## src/rtl/core/owbm_pkg.sv

```systemverilog
// ----------------------------------------------------------------------------
// owbm_pkg
// types and constants shared by the single-wire bus master
// ----------------------------------------------------------------------------
package owbm_pkg;

  localparam int unsigned CfgWidth    = 10;
  localparam int unsigned CfgIdxWidth = 3;

  // register reset values
  localparam logic [CfgWidth-1:0] RstLowDefault   = 10'd600;
  localparam logic [CfgWidth-1:0] PresWinDefault  = 10'd100;
  localparam logic [CfgWidth-1:0] RstRecDefault   = 10'd250;
  localparam logic [CfgWidth-1:0] SlotStDefault   = 10'd2;
  localparam logic [CfgWidth-1:0] SampDlyDefault  = 10'd2;
  localparam logic [CfgWidth-1:0] SlotHoldDefault = 10'd100;
  localparam logic [CfgWidth-1:0] WrRecDefault    = 10'd2;

  typedef enum logic [CfgIdxWidth-1:0] {
    CFG_RESET_LOW  = 3'd0,
    CFG_PRES_WIN   = 3'd1,
    CFG_RESET_REC  = 3'd2,
    CFG_SLOT_START = 3'd3,
    CFG_SAMPLE_DLY = 3'd4,
    CFG_SLOT_HOLD  = 3'd5,
    CFG_WRITE_REC  = 3'd6
  } cfg_idx_e;

  typedef enum logic [1:0] {
    OP_NONE  = 2'd0,
    OP_RESET = 2'd1,
    OP_WRITE = 2'd2,
    OP_READ  = 2'd3
  } op_e;

  typedef enum logic [3:0] {
    PH_IDLE      = 4'd0,
    PH_RST_LOW   = 4'd1,
    PH_PRES      = 4'd2,
    PH_REC       = 4'd3,
    PH_SLOT_LOW  = 4'd4,
    PH_WR_HOLD   = 4'd5,
    PH_WR_REC    = 4'd6,
    PH_RD_WAIT   = 4'd7,
    PH_RD_SAMPLE = 4'd8,
    PH_RD_HOLD   = 4'd9
  } phase_e;

  typedef struct packed {
    logic [CfgWidth-1:0] reset_low_time;
    logic [CfgWidth-1:0] presence_window;
    logic [CfgWidth-1:0] reset_recovery_time;
    logic [CfgWidth-1:0] slot_start_time;
    logic [CfgWidth-1:0] sample_delay;
    logic [CfgWidth-1:0] slot_hold_time;
    logic [CfgWidth-1:0] write_recovery_time;
  } cfg_t;

  typedef struct packed {
    logic       pull_low;
    logic       busy_res;
    logic       done_res;
    logic       presence_seen;
    logic [7:0] read_data;
  } res_t;

endpackage

```

## src/rtl/core/owbm_ifs.sv

```systemverilog
// ----------------------------------------------------------------------------
// owbm interfaces
// valid/ready channels for requests, results and register writes
// ----------------------------------------------------------------------------
interface owbm_req_if;
  logic       valid;
  logic       ready;
  logic [1:0] req_type;
  logic [7:0] write_data;
  logic       line_level;

  modport source (output valid, output req_type, output write_data,
                  output line_level, input ready);
  modport sink (input valid, input req_type, input write_data,
                input line_level, output ready);
endinterface

interface owbm_res_if;
  logic       valid;
  logic       ready;
  logic       pull_low;
  logic       busy_res;
  logic       done_res;
  logic       presence_seen;
  logic [7:0] read_data;

  modport source (output valid, output pull_low, output busy_res, output done_res,
                  output presence_seen, output read_data, input ready);
  modport sink (input valid, input pull_low, input busy_res, input done_res,
                input presence_seen, input read_data, output ready);
endinterface

interface owbm_cfg_if;
  logic       valid;
  logic       ready;
  logic [2:0] index;
  logic [9:0] data;

  modport source (output valid, output index, output data, input ready);
  modport sink (input valid, input index, input data, output ready);
endinterface

```

## src/rtl/core/one_wire_bus_master.sv

```systemverilog
// ----------------------------------------------------------------------------
// one_wire_bus_master
// single-wire bus master: reset/presence, byte write and byte read sequencing
// ----------------------------------------------------------------------------
// result: registered, valid in the cycle after its tick beat
// throughput: one tick beat per cycle while the result side keeps up
// a stalled result beat holds off new ticks; a draining one lets the next in
// reset: sequencer to idle, flags and read byte cleared, timing registers to
// their defaults; no clearing pass, the block takes beats right after reset
module one_wire_bus_master
  import owbm_pkg::*;
#(
  parameter int unsigned TIMER_WIDTH = 10
) (
  input  logic       clk_i,
  input  logic       rst_ni,
  owbm_cfg_if.sink   cfg_i,
  owbm_req_if.sink   in_i,
  owbm_res_if.source out_o
);

  cfg_t cfg;
  res_t res;
  logic tick_fire;

  // register writes are always taken
  assign cfg_i.ready = 1'b1;

  owbm_cfg_regs u_cfg (
    .clk_i     (clk_i),
    .rst_ni    (rst_ni),
    .wr_en_i   (cfg_i.valid),
    .wr_idx_i  (cfg_i.index),
    .wr_data_i (cfg_i.data),
    .cfg_o     (cfg)
  );

  // a tick beat is taken whenever the result register is free or draining
  logic out_valid_q;
  res_t out_q;

  assign in_i.ready = !out_valid_q || out_o.ready;
  assign tick_fire  = in_i.valid && in_i.ready;

  // sequencer advances by one step on each accepted tick
  owbm_seq #(
    .TIMER_WIDTH (TIMER_WIDTH)
  ) u_seq (
    .clk_i        (clk_i),
    .rst_ni       (rst_ni),
    .step_i       (tick_fire),
    .req_type_i   (in_i.req_type),
    .write_data_i (in_i.write_data),
    .line_level_i (in_i.line_level),
    .cfg_i        (cfg),
    .res_o        (res)
  );

  // result register: valid bit reset, payload loaded with each tick
  always_ff @(posedge clk_i or negedge rst_ni) begin
    if (!rst_ni) begin
      out_valid_q <= 1'b0;
    end else if (in_i.ready) begin
      out_valid_q <= in_i.valid;
    end
  end

  always_ff @(posedge clk_i) begin
    if (tick_fire) begin
      out_q <= res;
    end
  end

  assign out_o.valid         = out_valid_q;
  assign out_o.pull_low      = out_q.pull_low;
  assign out_o.busy_res      = out_q.busy_res;
  assign out_o.done_res      = out_q.done_res;
  assign out_o.presence_seen = out_q.presence_seen;
  assign out_o.read_data     = out_q.read_data;

`ifndef NO_ASSERTIONS
  // every accepted tick yields a result beat in the next cycle
  a_tick_gives_result: assert property (@(posedge clk_i) disable iff (!rst_ni)
    tick_fire |=> out_valid_q)
    else $error("accepted tick produced no result beat");

  // a waiting result is never overwritten by a new tick
  a_no_overwrite: assert property (@(posedge clk_i) disable iff (!rst_ni)
    (out_valid_q && !out_o.ready) |-> !in_i.ready)
    else $error("input taken while result stalled");

  // the finishing tick of an operation is still a busy tick
  a_done_busy: assert property (@(posedge clk_i) disable iff (!rst_ni)
    (out_valid_q && out_q.done_res) |-> out_q.busy_res)
    else $error("done reported on an idle tick");
`endif

endmodule

```

## src/rtl/core/owbm_cfg_regs.sv

```systemverilog
// ----------------------------------------------------------------------------
// owbm_cfg_regs
// timing register file, written one register per beat
// ----------------------------------------------------------------------------
module owbm_cfg_regs
  import owbm_pkg::*;
(
  input  logic                   clk_i,
  input  logic                   rst_ni,
  input  logic                   wr_en_i,
  input  logic [CfgIdxWidth-1:0] wr_idx_i,
  input  logic [CfgWidth-1:0]    wr_data_i,
  output cfg_t                   cfg_o
);

  cfg_t cfg_q, cfg_d;

  always_comb begin
    cfg_d = cfg_q;
    if (wr_en_i) begin
      case (wr_idx_i)
        CFG_RESET_LOW:  cfg_d.reset_low_time      = wr_data_i;
        CFG_PRES_WIN:   cfg_d.presence_window     = wr_data_i;
        CFG_RESET_REC:  cfg_d.reset_recovery_time = wr_data_i;
        CFG_SLOT_START: cfg_d.slot_start_time     = wr_data_i;
        CFG_SAMPLE_DLY: cfg_d.sample_delay        = wr_data_i;
        CFG_SLOT_HOLD:  cfg_d.slot_hold_time      = wr_data_i;
        CFG_WRITE_REC:  cfg_d.write_recovery_time = wr_data_i;
        default:        cfg_d = cfg_q; // unmapped index, dropped
      endcase
    end
  end

  always_ff @(posedge clk_i or negedge rst_ni) begin
    if (!rst_ni) begin
      cfg_q.reset_low_time      <= RstLowDefault;
      cfg_q.presence_window     <= PresWinDefault;
      cfg_q.reset_recovery_time <= RstRecDefault;
      cfg_q.slot_start_time     <= SlotStDefault;
      cfg_q.sample_delay        <= SampDlyDefault;
      cfg_q.slot_hold_time      <= SlotHoldDefault;
      cfg_q.write_recovery_time <= WrRecDefault;
    end else begin
      cfg_q <= cfg_d;
    end
  end

  assign cfg_o = cfg_q;

endmodule

```

## src/rtl/core/owbm_seq.sv

```systemverilog
// ----------------------------------------------------------------------------
// owbm_seq
// bus sequencer: one step per accepted tick beat
// ----------------------------------------------------------------------------
module owbm_seq
  import owbm_pkg::*;
#(
  parameter int unsigned TIMER_WIDTH = 10
) (
  input  logic       clk_i,
  input  logic       rst_ni,
  input  logic       step_i,
  input  logic [1:0] req_type_i,
  input  logic [7:0] write_data_i,
  input  logic       line_level_i,
  input  cfg_t       cfg_i,
  output res_t       res_o
);

  typedef logic [TIMER_WIDTH-1:0] tmr_t;

  phase_e     phase_q, phase_d;
  op_e        op_q, op_d;
  tmr_t       timer_q, timer_d;
  logic [2:0] bit_q, bit_d;
  logic [7:0] shift_q, shift_d;
  logic       pres_q, pres_d;
  logic [7:0] last_q, last_d;

  // durations taken modulo the timer width
  tmr_t t_rst_low, t_pres, t_rst_rec, t_slot, t_samp, t_hold, t_wr_rec;

  function automatic tmr_t min_one(input tmr_t t);
    tmr_t r;
    r = (t == '0) ? tmr_t'(1) : t;
    return r;
  endfunction

  always_comb begin
    t_rst_low = min_one(TIMER_WIDTH'(cfg_i.reset_low_time));
    t_pres    = min_one(TIMER_WIDTH'(cfg_i.presence_window));
    t_slot    = min_one(TIMER_WIDTH'(cfg_i.slot_start_time));
    t_hold    = min_one(TIMER_WIDTH'(cfg_i.slot_hold_time));
    t_rst_rec = TIMER_WIDTH'(cfg_i.reset_recovery_time);
    t_samp    = TIMER_WIDTH'(cfg_i.sample_delay);
    t_wr_rec  = TIMER_WIDTH'(cfg_i.write_recovery_time);
  end

  // next state
  logic pull, busy, done, go_rec, go_next, go_finish, zero;
  tmr_t dec;

  always_comb begin
    phase_d   = phase_q;
    op_d      = op_q;
    timer_d   = timer_q;
    bit_d     = bit_q;
    shift_d   = shift_q;
    pres_d    = pres_q;
    last_d    = last_q;
    pull      = 1'b0;
    done      = 1'b0;
    go_rec    = 1'b0;
    go_next   = 1'b0;
    go_finish = 1'b0;

    // command start, only from idle
    if (phase_d == PH_IDLE && op_e'(req_type_i) != OP_NONE) begin
      op_d  = op_e'(req_type_i);
      bit_d = 3'd0;
      if (op_e'(req_type_i) == OP_RESET) begin
        phase_d = PH_RST_LOW;
        timer_d = t_rst_low;
      end else begin
        shift_d = (op_e'(req_type_i) == OP_WRITE) ? write_data_i : 8'h00;
        phase_d = PH_SLOT_LOW;
        timer_d = t_slot;
      end
    end
    busy = (phase_d != PH_IDLE);
    dec  = timer_d - tmr_t'(1);
    zero = (dec == '0);

    case (phase_d)
      PH_IDLE: begin
      end
      PH_RST_LOW: begin
        pull    = 1'b1;
        timer_d = dec;
        if (zero) begin
          phase_d = PH_PRES;
          timer_d = t_pres;
        end
      end
      PH_PRES: begin
        if (!line_level_i) begin
          pres_d = 1'b1;
          go_rec = 1'b1;
        end else begin
          timer_d = dec;
          if (zero) begin
            pres_d = 1'b0;
            go_rec = 1'b1;
          end
        end
      end
      PH_REC: begin
        timer_d   = dec;
        go_finish = zero;
      end
      PH_SLOT_LOW: begin
        pull    = 1'b1;
        timer_d = dec;
        if (zero) begin
          if (op_d == OP_WRITE) begin
            phase_d = PH_WR_HOLD;
            timer_d = t_hold;
          end else begin
            phase_d = (t_samp == '0) ? PH_RD_SAMPLE : PH_RD_WAIT;
            timer_d = t_samp;
          end
        end
      end
      PH_WR_HOLD: begin
        pull    = ~shift_d[0];
        timer_d = dec;
        if (zero) begin
          shift_d = {1'b0, shift_d[7:1]};
          phase_d = PH_WR_REC;
          timer_d = t_wr_rec;
          go_next = (t_wr_rec == '0);
        end
      end
      PH_WR_REC: begin
        timer_d = dec;
        go_next = zero;
      end
      PH_RD_WAIT: begin
        timer_d = dec;
        if (zero) begin
          phase_d = PH_RD_SAMPLE;
        end
      end
      PH_RD_SAMPLE: begin
        shift_d = {line_level_i, shift_d[7:1]};
        phase_d = PH_RD_HOLD;
        timer_d = t_hold;
      end
      PH_RD_HOLD: begin
        timer_d = dec;
        go_next = zero;
      end
      default: begin
        phase_d = PH_IDLE;
      end
    endcase

    if (go_rec) begin
      phase_d   = PH_REC;
      timer_d   = t_rst_rec;
      go_finish = (t_rst_rec == '0);
    end
    if (go_next) begin
      if (bit_d == 3'd7) begin
        go_finish = 1'b1;
      end else begin
        bit_d   = bit_d + 3'd1;
        phase_d = PH_SLOT_LOW;
        timer_d = t_slot;
      end
    end
    if (go_finish) begin
      if (op_d == OP_READ) begin
        last_d = shift_d;
      end
      phase_d = PH_IDLE;
      timer_d = '0;
      done    = 1'b1;
    end
  end

  always_ff @(posedge clk_i or negedge rst_ni) begin
    if (!rst_ni) begin
      phase_q <= PH_IDLE;
      op_q    <= OP_NONE;
      timer_q <= '0;
      bit_q   <= 3'd0;
      shift_q <= 8'h00;
      pres_q  <= 1'b0;
      last_q  <= 8'h00;
    end else if (step_i) begin
      phase_q <= phase_d;
      op_q    <= op_d;
      timer_q <= timer_d;
      bit_q   <= bit_d;
      shift_q <= shift_d;
      pres_q  <= pres_d;
      last_q  <= last_d;
    end
  end

  always_comb begin
    res_o.pull_low      = pull;
    res_o.busy_res      = busy;
    res_o.done_res      = done;
    res_o.presence_seen = pres_d;
    res_o.read_data     = last_d;
  end

endmodule
```

## src/flat_wrapper.sv

```systemverilog
// flat-port wrapper written by rule: the top's interface ports become plain ports
module one_wire_bus_master_flat import owbm_pkg::*;
#(
  parameter int unsigned TIMER_WIDTH = 10
)
  (clk_i, rst_ni, cfg_i_valid, cfg_i_index, cfg_i_data, cfg_i_ready, in_i_valid, in_i_req_type, in_i_write_data, in_i_line_level, in_i_ready, out_o_valid, out_o_pull_low, out_o_busy_res, out_o_done_res, out_o_presence_seen, out_o_read_data, out_o_ready);
  owbm_cfg_if cfg_i_i ();
  owbm_req_if in_i_i ();
  owbm_res_if out_o_i ();
  input  logic clk_i;
  input  logic rst_ni;
  input wire logic [$bits(cfg_i_i.valid)-1:0] cfg_i_valid;
  input wire logic [$bits(cfg_i_i.index)-1:0] cfg_i_index;
  input wire logic [$bits(cfg_i_i.data)-1:0] cfg_i_data;
  output wire logic [$bits(cfg_i_i.ready)-1:0] cfg_i_ready;
  input wire logic [$bits(in_i_i.valid)-1:0] in_i_valid;
  input wire logic [$bits(in_i_i.req_type)-1:0] in_i_req_type;
  input wire logic [$bits(in_i_i.write_data)-1:0] in_i_write_data;
  input wire logic [$bits(in_i_i.line_level)-1:0] in_i_line_level;
  output wire logic [$bits(in_i_i.ready)-1:0] in_i_ready;
  output wire logic [$bits(out_o_i.valid)-1:0] out_o_valid;
  output wire logic [$bits(out_o_i.pull_low)-1:0] out_o_pull_low;
  output wire logic [$bits(out_o_i.busy_res)-1:0] out_o_busy_res;
  output wire logic [$bits(out_o_i.done_res)-1:0] out_o_done_res;
  output wire logic [$bits(out_o_i.presence_seen)-1:0] out_o_presence_seen;
  output wire logic [$bits(out_o_i.read_data)-1:0] out_o_read_data;
  input wire logic [$bits(out_o_i.ready)-1:0] out_o_ready;
  assign cfg_i_i.valid = cfg_i_valid;
  assign cfg_i_i.index = cfg_i_index;
  assign cfg_i_i.data = cfg_i_data;
  assign cfg_i_ready = cfg_i_i.ready;
  assign in_i_i.valid = in_i_valid;
  assign in_i_i.req_type = in_i_req_type;
  assign in_i_i.write_data = in_i_write_data;
  assign in_i_i.line_level = in_i_line_level;
  assign in_i_ready = in_i_i.ready;
  assign out_o_valid = out_o_i.valid;
  assign out_o_pull_low = out_o_i.pull_low;
  assign out_o_busy_res = out_o_i.busy_res;
  assign out_o_done_res = out_o_i.done_res;
  assign out_o_presence_seen = out_o_i.presence_seen;
  assign out_o_read_data = out_o_i.read_data;
  assign out_o_i.ready = out_o_ready;
  one_wire_bus_master #(.TIMER_WIDTH(TIMER_WIDTH)) u_core (.clk_i(clk_i), .rst_ni(rst_ni), .cfg_i(cfg_i_i), .in_i(in_i_i), .out_o(out_o_i));
endmodule
```

## config.mk

```make
export PLATFORM = sky130hd
export DESIGN_NAME = one_wire_bus_master_flat
export DESIGN_NICKNAME = d
export VERILOG_FILES = /design/src/rtl/core/owbm_pkg.sv /design/src/rtl/core/owbm_ifs.sv /design/src/rtl/core/one_wire_bus_master.sv /design/src/rtl/core/owbm_cfg_regs.sv /design/src/rtl/core/owbm_seq.sv /design/src/flat_wrapper.sv
export SDC_FILE = /design/constraint.sdc
export NUM_CORES = 1
export LEC_CHECK = 0
export ABC_CLOCK_PERIOD_IN_PS = 4600
export BUFFER_PORTS_ARGS = -buffer_cell sky130_fd_sc_hd__buf_2
export CAP_MARGIN = 20
export CORE_UTILIZATION = 45
export DETAILED_ROUTE_END_ITERATION = 10
export PLACE_DENSITY_LB_ADDON = 0.2
export SLEW_MARGIN = 40
export SYNTH_ARGS = -nofsm -noshare
export SYNTH_HDL_FRONTEND = slang
export SYNTH_SLANG_ARGS = --single-unit
```

## constraint.sdc

```tcl
create_clock -name clk_i -period 4.6 [get_ports clk_i]
set_input_delay 0.23 -clock clk_i [delete_from_list [all_inputs] [get_ports clk_i]]
set_output_delay 0.23 -clock clk_i [all_outputs]
set_load 0.01 [all_outputs]
```

== After elaboration in Yosys (flattened, before gate mapping) ==
Cells that the tools add are included.

* Bits in latches: 0
* Bits in read-only memories: 0
* Bits in writable memories: 0
* Memories: 0
* Flip-flop bits (word level): 119
* Output and inout bits: 15

* $mul: 0
* Equal/unequal tests: 20
* Divide/modulo/power cells: 0
* Bitwise gates (word level): 1
* Multiplexer cells: 54
* $add $sub $neg: 2
* Reduce and logical (&&, ||, !) cells: 28
* Shift-type cells: 0
* Order comparisons: 0

{| class="wikitable"
|+ Operators with widths
! kind !! number
|-
| $mux W10 || 15
|-
| $logic_not A10 Y1 || 8
|-
| $pmux W10 S6 || 1
|-
| $mux W8 || 6
|-
| $mux W4 || 11
|-
| $pmux W4 S6 || 1
|-
| $eq A4 B3 Y1 const B || 4
|-
| $pmux W8 S2 || 1
|-
| $reduce_and A2 Y1 || 7
|-
| $eq A3 B3 Y1 const B || 4
|-
| $mux W1 || 12
|-
| $mux W3 || 4
|-
| $sub A10 B1 Y10 const B || 1
|-
| $eq A4 B2 Y1 const B || 2
|-
| $eq A4 B4 Y1 const B || 2
|-
| $logic_not A4 Y1 || 2
|-
| $eq A2 B2 Y1 const B || 3
|-
| $eq A3 B2 Y1 const B || 2
|-
| $reduce_or A5 Y1 || 1
|-
| $eq A4 B1 Y1 const B || 1
|-
| $pmux W1 S2 || 2
|-
| $reduce_bool A4 Y1 || 1
|-
| $reduce_or A2 Y1 || 2
|-
| $reduce_or A4 Y1 || 1
|-
| other kinds (10) || 11
|}

== Longest topological paths before layout ==
* Word-level depth: 13
* Depth in mapped cells: 20
* Mapped depth without buffers: 16

== Cells and area by module ==
From an unflattened synthesis, not the netlist that was laid out.

* Cells, all modules: 708
* Area total of the unflattened synthesis: 7258.2 um2

{| class="wikitable"
|+ Modules (own cells, without submodules)
! module !! area an instance (um2) !! cells an instance !! times used !! sequential area each (um2)
|-
| owbm_seq || 4021.4 || 536 || 1 || 900.9
|-
| owbm_cfg_regs || 2811.4 || 154 || 1 || 1775.5
|-
| one_wire_bus_master || 425.4 || 18 || 1 || 385.4
|}

== Worst setup path after synthesis ==
Ideal clock, no wire load.

* Path type: reg-to-reg
* Start: register u_core.u_seq.phase_q[1]
* End: register u_core.out_q, in the netlist u_core.out_o.read_data[0], data pin
* Path buffers: 3
* Stages on the path, launching flop included: 18
* Period minus slack after synthesis: 4.076 ns
* Arrival time: 3.816 ns
* Path slack: 0.524 ns
* Cells stage by stage: dfrtp_1 buf_6 nor4_4 buf_4 a21boi_1 a2111o_1 buf_2 inv_2 ha_1 nand2b_1 a21oi_1 nor2_1 or4_4 o32ai_4 o21ai_2 a22o_4 a21oi_4 mux2_2

{| class="wikitable"
|+ RTL lines
! item !! line !! RTL
|-
| from (decl) || owbm_seq.sv:22 || <nowiki>phase_e phase_q, phase_d;</nowiki>
|-
| from (signal assigned) || owbm_seq.sv:192 || <nowiki>phase_q <= phase_d;</nowiki>
|-
| to (signal assigned) || one_wire_bus_master.sv:70 || <nowiki>out_q <= res;</nowiki>
|-
| to (decl) || one_wire_bus_master.sv:40 || <nowiki>res_t out_q;</nowiki>
|}

== Worst setup path after layout ==
* Start: register u_core.u_seq.phase_q[1]
* End: register u_core.u_seq.timer_q[8]

* Word-level cells in the longest chain between the ends: 12
* Elaborated cells between the ends (all ways): 40

{| class="wikitable"
|+ Ends and longest elaborated chain
! item !! line !! RTL
|-
| $logic_not A4 Y1 || owbm_seq.sv:68 || <nowiki>if (phase_d == PH_IDLE && op_e'(req_type_i) != OP_NONE) begin</nowiki>
|-
| $logic_and A1 B1 Y1 || owbm_seq.sv:68 ||
|-
| $mux W10 || owbm_seq.sv:68 ||
|-
| $sub A10 B1 Y10 || owbm_seq.sv:81 || <nowiki>dec = timer_d - tmr_t'(1);</nowiki>
|-
| $logic_not A10 Y1 || owbm_seq.sv:82 || <nowiki>zero = (dec == '0);</nowiki>
|-
| $mux W1 || owbm_seq.sv:101 || <nowiki>if (zero) begin</nowiki>
|-
| $mux W1 || owbm_seq.sv:96 || <nowiki>if (!line_level_i) begin</nowiki>
|-
| $mux W1 || owbm_seq.sv:84 || <nowiki>case (phase_d)</nowiki>
|-
| $mux W10 / $mux W1 (equally long branches) || owbm_seq.sv:158 || <nowiki>if (go_rec) begin</nowiki>
|-
| $mux W10 / $mux W1 (equally long branches) || owbm_seq.sv:164 || <nowiki>if (bit_d == 3'd7) begin</nowiki>
|-
| $mux W10 / $mux W1 (equally long branches) || owbm_seq.sv:163 || <nowiki>if (go_next) begin</nowiki>
|-
| $mux W10 (*) || owbm_seq.sv:172 || <nowiki>if (go_finish) begin</nowiki>
|-
| to (signal assigned) || owbm_seq.sv:194 || <nowiki>timer_q <= timer_d;</nowiki>
|-
| to (decl) || owbm_seq.sv:24 || <nowiki>tmr_t timer_q, timer_d;</nowiki>
|}

Mark *: on every way between the ends. The rest lies on a longest branch, timed or not.
A chain may end at the register's enable or synchronous reset.

==> metrics.md <==
| Metric | Value |
|---|---|
| Status | `finished, final reports clean` |
| Top FF cell, synth | `dfrtp_1` |
| Internal | `0.002860 W` |
| Post-synth EDFFs | `12` |
| Share of post-route cells with drive strength above 1 | `30.46%` |
| Crit path top cell by count | `a21oi_1` |
| CTS H-tree lvls | `4` |
| Max incr delay on CP | `0.60 ns` |
| Worst hold-check path type | `in2reg` |
| Layout fillers | `1396` |
| RSZ-0062 raised after global routing | `false` |
| Hold depth | `2` |
| Die Width | `128 µm` |
| Cell area power density | `566.3 nW/µm²` |
| Slew @ Worst Pin | `0.7848 ns` |
| Largest net degree at the start of global routing | `71` |
| Worst setup SP type | `register` |
| WL final | `23270 µm` |
| Pre-antenna DRT Iters | `5` |
| Fmax | `0.2325 GHz` |
| Post-DP HPWL | `17100 µm` |
| Yosys top cell area share | `30.82%` |
| CTS tree | `built` |
| Routed vias/inst | `6.374` |
| Initial antenna violation count | `0` |
| Die footprint | `16380 µm²` |
| Setup CP Type | `reg2reg` |
| Final nets | `807` |
| Crit path DAT | `4.64 ns` |
| Switching Share | `39.42%` |
| CP max stage cell | `or4_1` |
| Final Setup Violations | `0` |
| Clock Tree Buf Depth | `2` |
| Synth async-reset ratio | `89.92%` |
| Setup TNS | `0 ns` |
| LEAKAGE | `3.460 nW` |
| Final hold vios | `0` |
| Routability Congestion | `0.9798` |
| Vias in the first global route | `6229` |
| Placeable Area | `15370 µm²` |
| Area grow syn2layout | `16.69%` |
| WP data required | `4.94 ns` |
| Critical Path End Type | `register` |
| Main area contributors after synthesis | `dfrtp_1 (31%), mux2_2 (15%), dfstp_2 (7.0%), edfxtp_1 (5.0%), o21ai_0 (3.6%)` |
| Ports | `44` |
| Flop pwr share | `32.4%` |
| Sink Count | `119` |
| Post-synthesis cell type count | `73` |
| Worst rel slew slack | `47.20%` |
| Clk root buf | `clkbuf_16` |
| Clock power frac | `26.4%` |
| PnR worst setup slack | `0.2997 ns` |
| Routed len/inst | `23.30 µm` |
| Combinational power share | `41.3%` |
| Reg2reg path depth | `16` |
| Max_cap viols | `0` |
| Post-Place Setup Slack | `0.2858 ns` |
| Tot GR Track Use | `29.88%` |
| Initial Utilization | `46.48%` |
| Storage cell area | `3062 µm²` |
| Crit share post-route | `93.49%` |
| P_sw | `0.001861 W` |
| GRT Residual Overflow | `0` |
| Post-Syn Instances | `724` |
| Die height | `128 µm` |
| TritonCTS buffer count | `17` |
| # diodes | `0` |
| Dominant cell type by area after synthesis | `dfrtp_1` |
| Syn avg cell area | `9.868 µm²` |
| Worst Clk Skew | `0.005945 ns` |
| Cell Area, Synth | `7144 µm²` |
| Area of the multi-input gates | `3887 µm²` |
| Post-route ant nets | `0` |
| Synth Net Count | `756` |
| Post-CTS Resized | `0` |
| First-pass GRT wire length | `36000 µm` |
| Total power | `0.004721 W` |
| VDD IR-drop max | `0.2731 mV` |
| Crit-path max FO | `19` |
| Clock-pin slew on the worst setup and hold paths | `0.06 ns` |
| Rows | `45` |
| Yosys reg bits | `119` |
| Seq/Total Area, Yosys | `42.85%` |
| Worst-skew pair later-pin latency | `0.42 ns` |
| PortBufs | `42` |
| Vias | `6368` |
| Min Tclk post-route | `4.300 ns` |
| Residual DRC count | `0` |
| Yosys warnings | `0` |
| Worst path cell trace | `or4_1, o21ai_1, and2_1, ha_1, nand2b_1, a21oi_1, nor2_1, or4_4, o32ai_4, o21ai_4, buf_4, a21oi_1, buf_4, a221oi_1, a32o_1, a21oi_1` |
| Max-slew violations | `0` |
| Initial DRC Count | `620` |
power by group through the flow:
stage,Clock (W),Sequential (W),Combinational [W]
after global routing,0.00131,0.00155,0.00210
after detailed placement,0,0.00154,0.00190
after CTS,0.00126,0.00152,0.00191
final,0.00124,0.00153,0.00195
after floorplan,0,0.00145,0.00134
after global placement,0,0.00153,0.00188
worst max-delay path: cells and delay by family, from the launching register on:
| kind | cells | cell delay [ns] |
|---|---|---|
| buf+inv | 2 | 0.47 |
| fa+ha+maj | 1 | 0.28 |
| simple gates | 5 | 1.50 |
| compound gates | 8 | 1.48 |
| flops | 1 | 0.47 |
layout make-up:
cell class / count / share of cell area, %
Clock buffer: 17 / 5.103
Clock inverter: 15 / 1.576
Inverter: 9 / 0.4052
Multi-Input combinational cell: 548 / 46.63
Sequential cell: 119 / 36.73
Tap cell: 211 / 3.167
Timing Repair Buffer: 80 / 6.394
Yosys cell counts (6+ instances only):
cell,number
nor2b_1,6
buf_2,8
o211ai_1,8
nand4b_1,6
a21o_1,10
nor3b_1,13
nor2_1,46
o21ai_1,7
a221oi_1,7
clkbuf_1,32
nand2_1,65
dfrtp_1,88
a31oi_1,10
nand4_1,11
mux2_2,92
o31ai_1,6
a21oi_1,41
o221ai_1,10
nand2b_1,8
o21ai_0,51
edfxtp_1,12
nor3_1,13
nor4_1,17
mux2_1,8
nand3b_1,6
mux2i_1,7
dfstp_2,19
inv_1,8
nand3_1,13
what timing repair did:
item                       in CTS  in global routing
buffers inserted                0                  1
hold buffers                    1                  0
hold endpoints to repair       58                  0
setup endpoints to repair       0                 15
worst paths after layout:
check / start / end / slack [ns]
max: u_core.u_seq.phase_q[1] / u_core.u_seq.timer_q[8] / 0.30
min: in_i_valid / u_core.out_o.valid / 0.02
max reg2reg: u_core.u_seq.phase_q[1] / u_core.u_seq.timer_q[8] / 0.30
min reg2reg: u_core.u_seq.shift_q[7] / u_core.u_seq.shift_q[7] / 0.48
max in group asynchronous: rst_ni / u_core.u_cfg.cfg_o[43] / 3.24
min in group asynchronous: rst_ni / u_core.out_o.valid / 0.38
stage by stage:
stage	hold WS (ns)	util (%)	area [µm²]	cells
after floorplan	-0.06559	-	7144	724
after global placement	0.4025	50.21	7717	963
after detailed placement	0.2827	50.39	7746	965
after CTS	0.009818	54.08	8313	998
after global routing	0.006150	54.24	8337	999
final	0.01930	54.24	8337	999
routing by layer:
metal	up-vias	wire length (µm)	track usage, %
li1	2837	-	-
met1	3202	10150	38.36
met2	269	10700	47.54
met3	60	1530	7.346
met4	0	895	13.84
met5	-	0	0
cells by family (layout without fill, tap and decap cells):
group / after synthesis / count (layout) / synth area share, %
muxes: 107 / 107 / 16.74
and+or+nand+nor: 228 / 228 / 16.71
buffers and inverters: 57 / 121 / 3.345
xor gates and xnor gates: 6 / 6 / 0.7355
DFF: 119 / 119 / 42.85
other: 1 / 1 / 0.05249
adders and majority gates: 3 / 3 / 0.5255
AOI/OAI and AO/OA: 203 / 203 / 19.04
flip-flops by register name, summed over array words and instances, names as in the netlist, 2 cells and up:
signal	count
u_core.out_o.read_data	8
u_core.u_seq.bit_q	3
u_core.u_seq.timer_q	10
u_core.u_cfg.cfg_o	70
u_core.u_seq.shift_q	8
u_core.u_seq.op_q	2
u_core.u_seq.phase_q	4
u_core.u_seq.last_q	8
placed cells by master (no fill, tap or decap), types with 11 or more instances in the layout:
cell type  synthesis  routed
o21ai_0           51      51
nand2_1           65      65
buf_2              8      41
nor3_1            13      12
a21oi_1           41      41
nand3_1           13      13
mux2_2            92      92
dfrtp_1           88      88
dfstp_2           19      19
nor3b_1           13      13
nand4_1           11      11
edfxtp_1          12      12
buf_4              2      34
nor2_1            46      46
clkbuf_16          0      17
nor4_1            17      15
No activity file was read; power rests on OpenSTA's default activity.
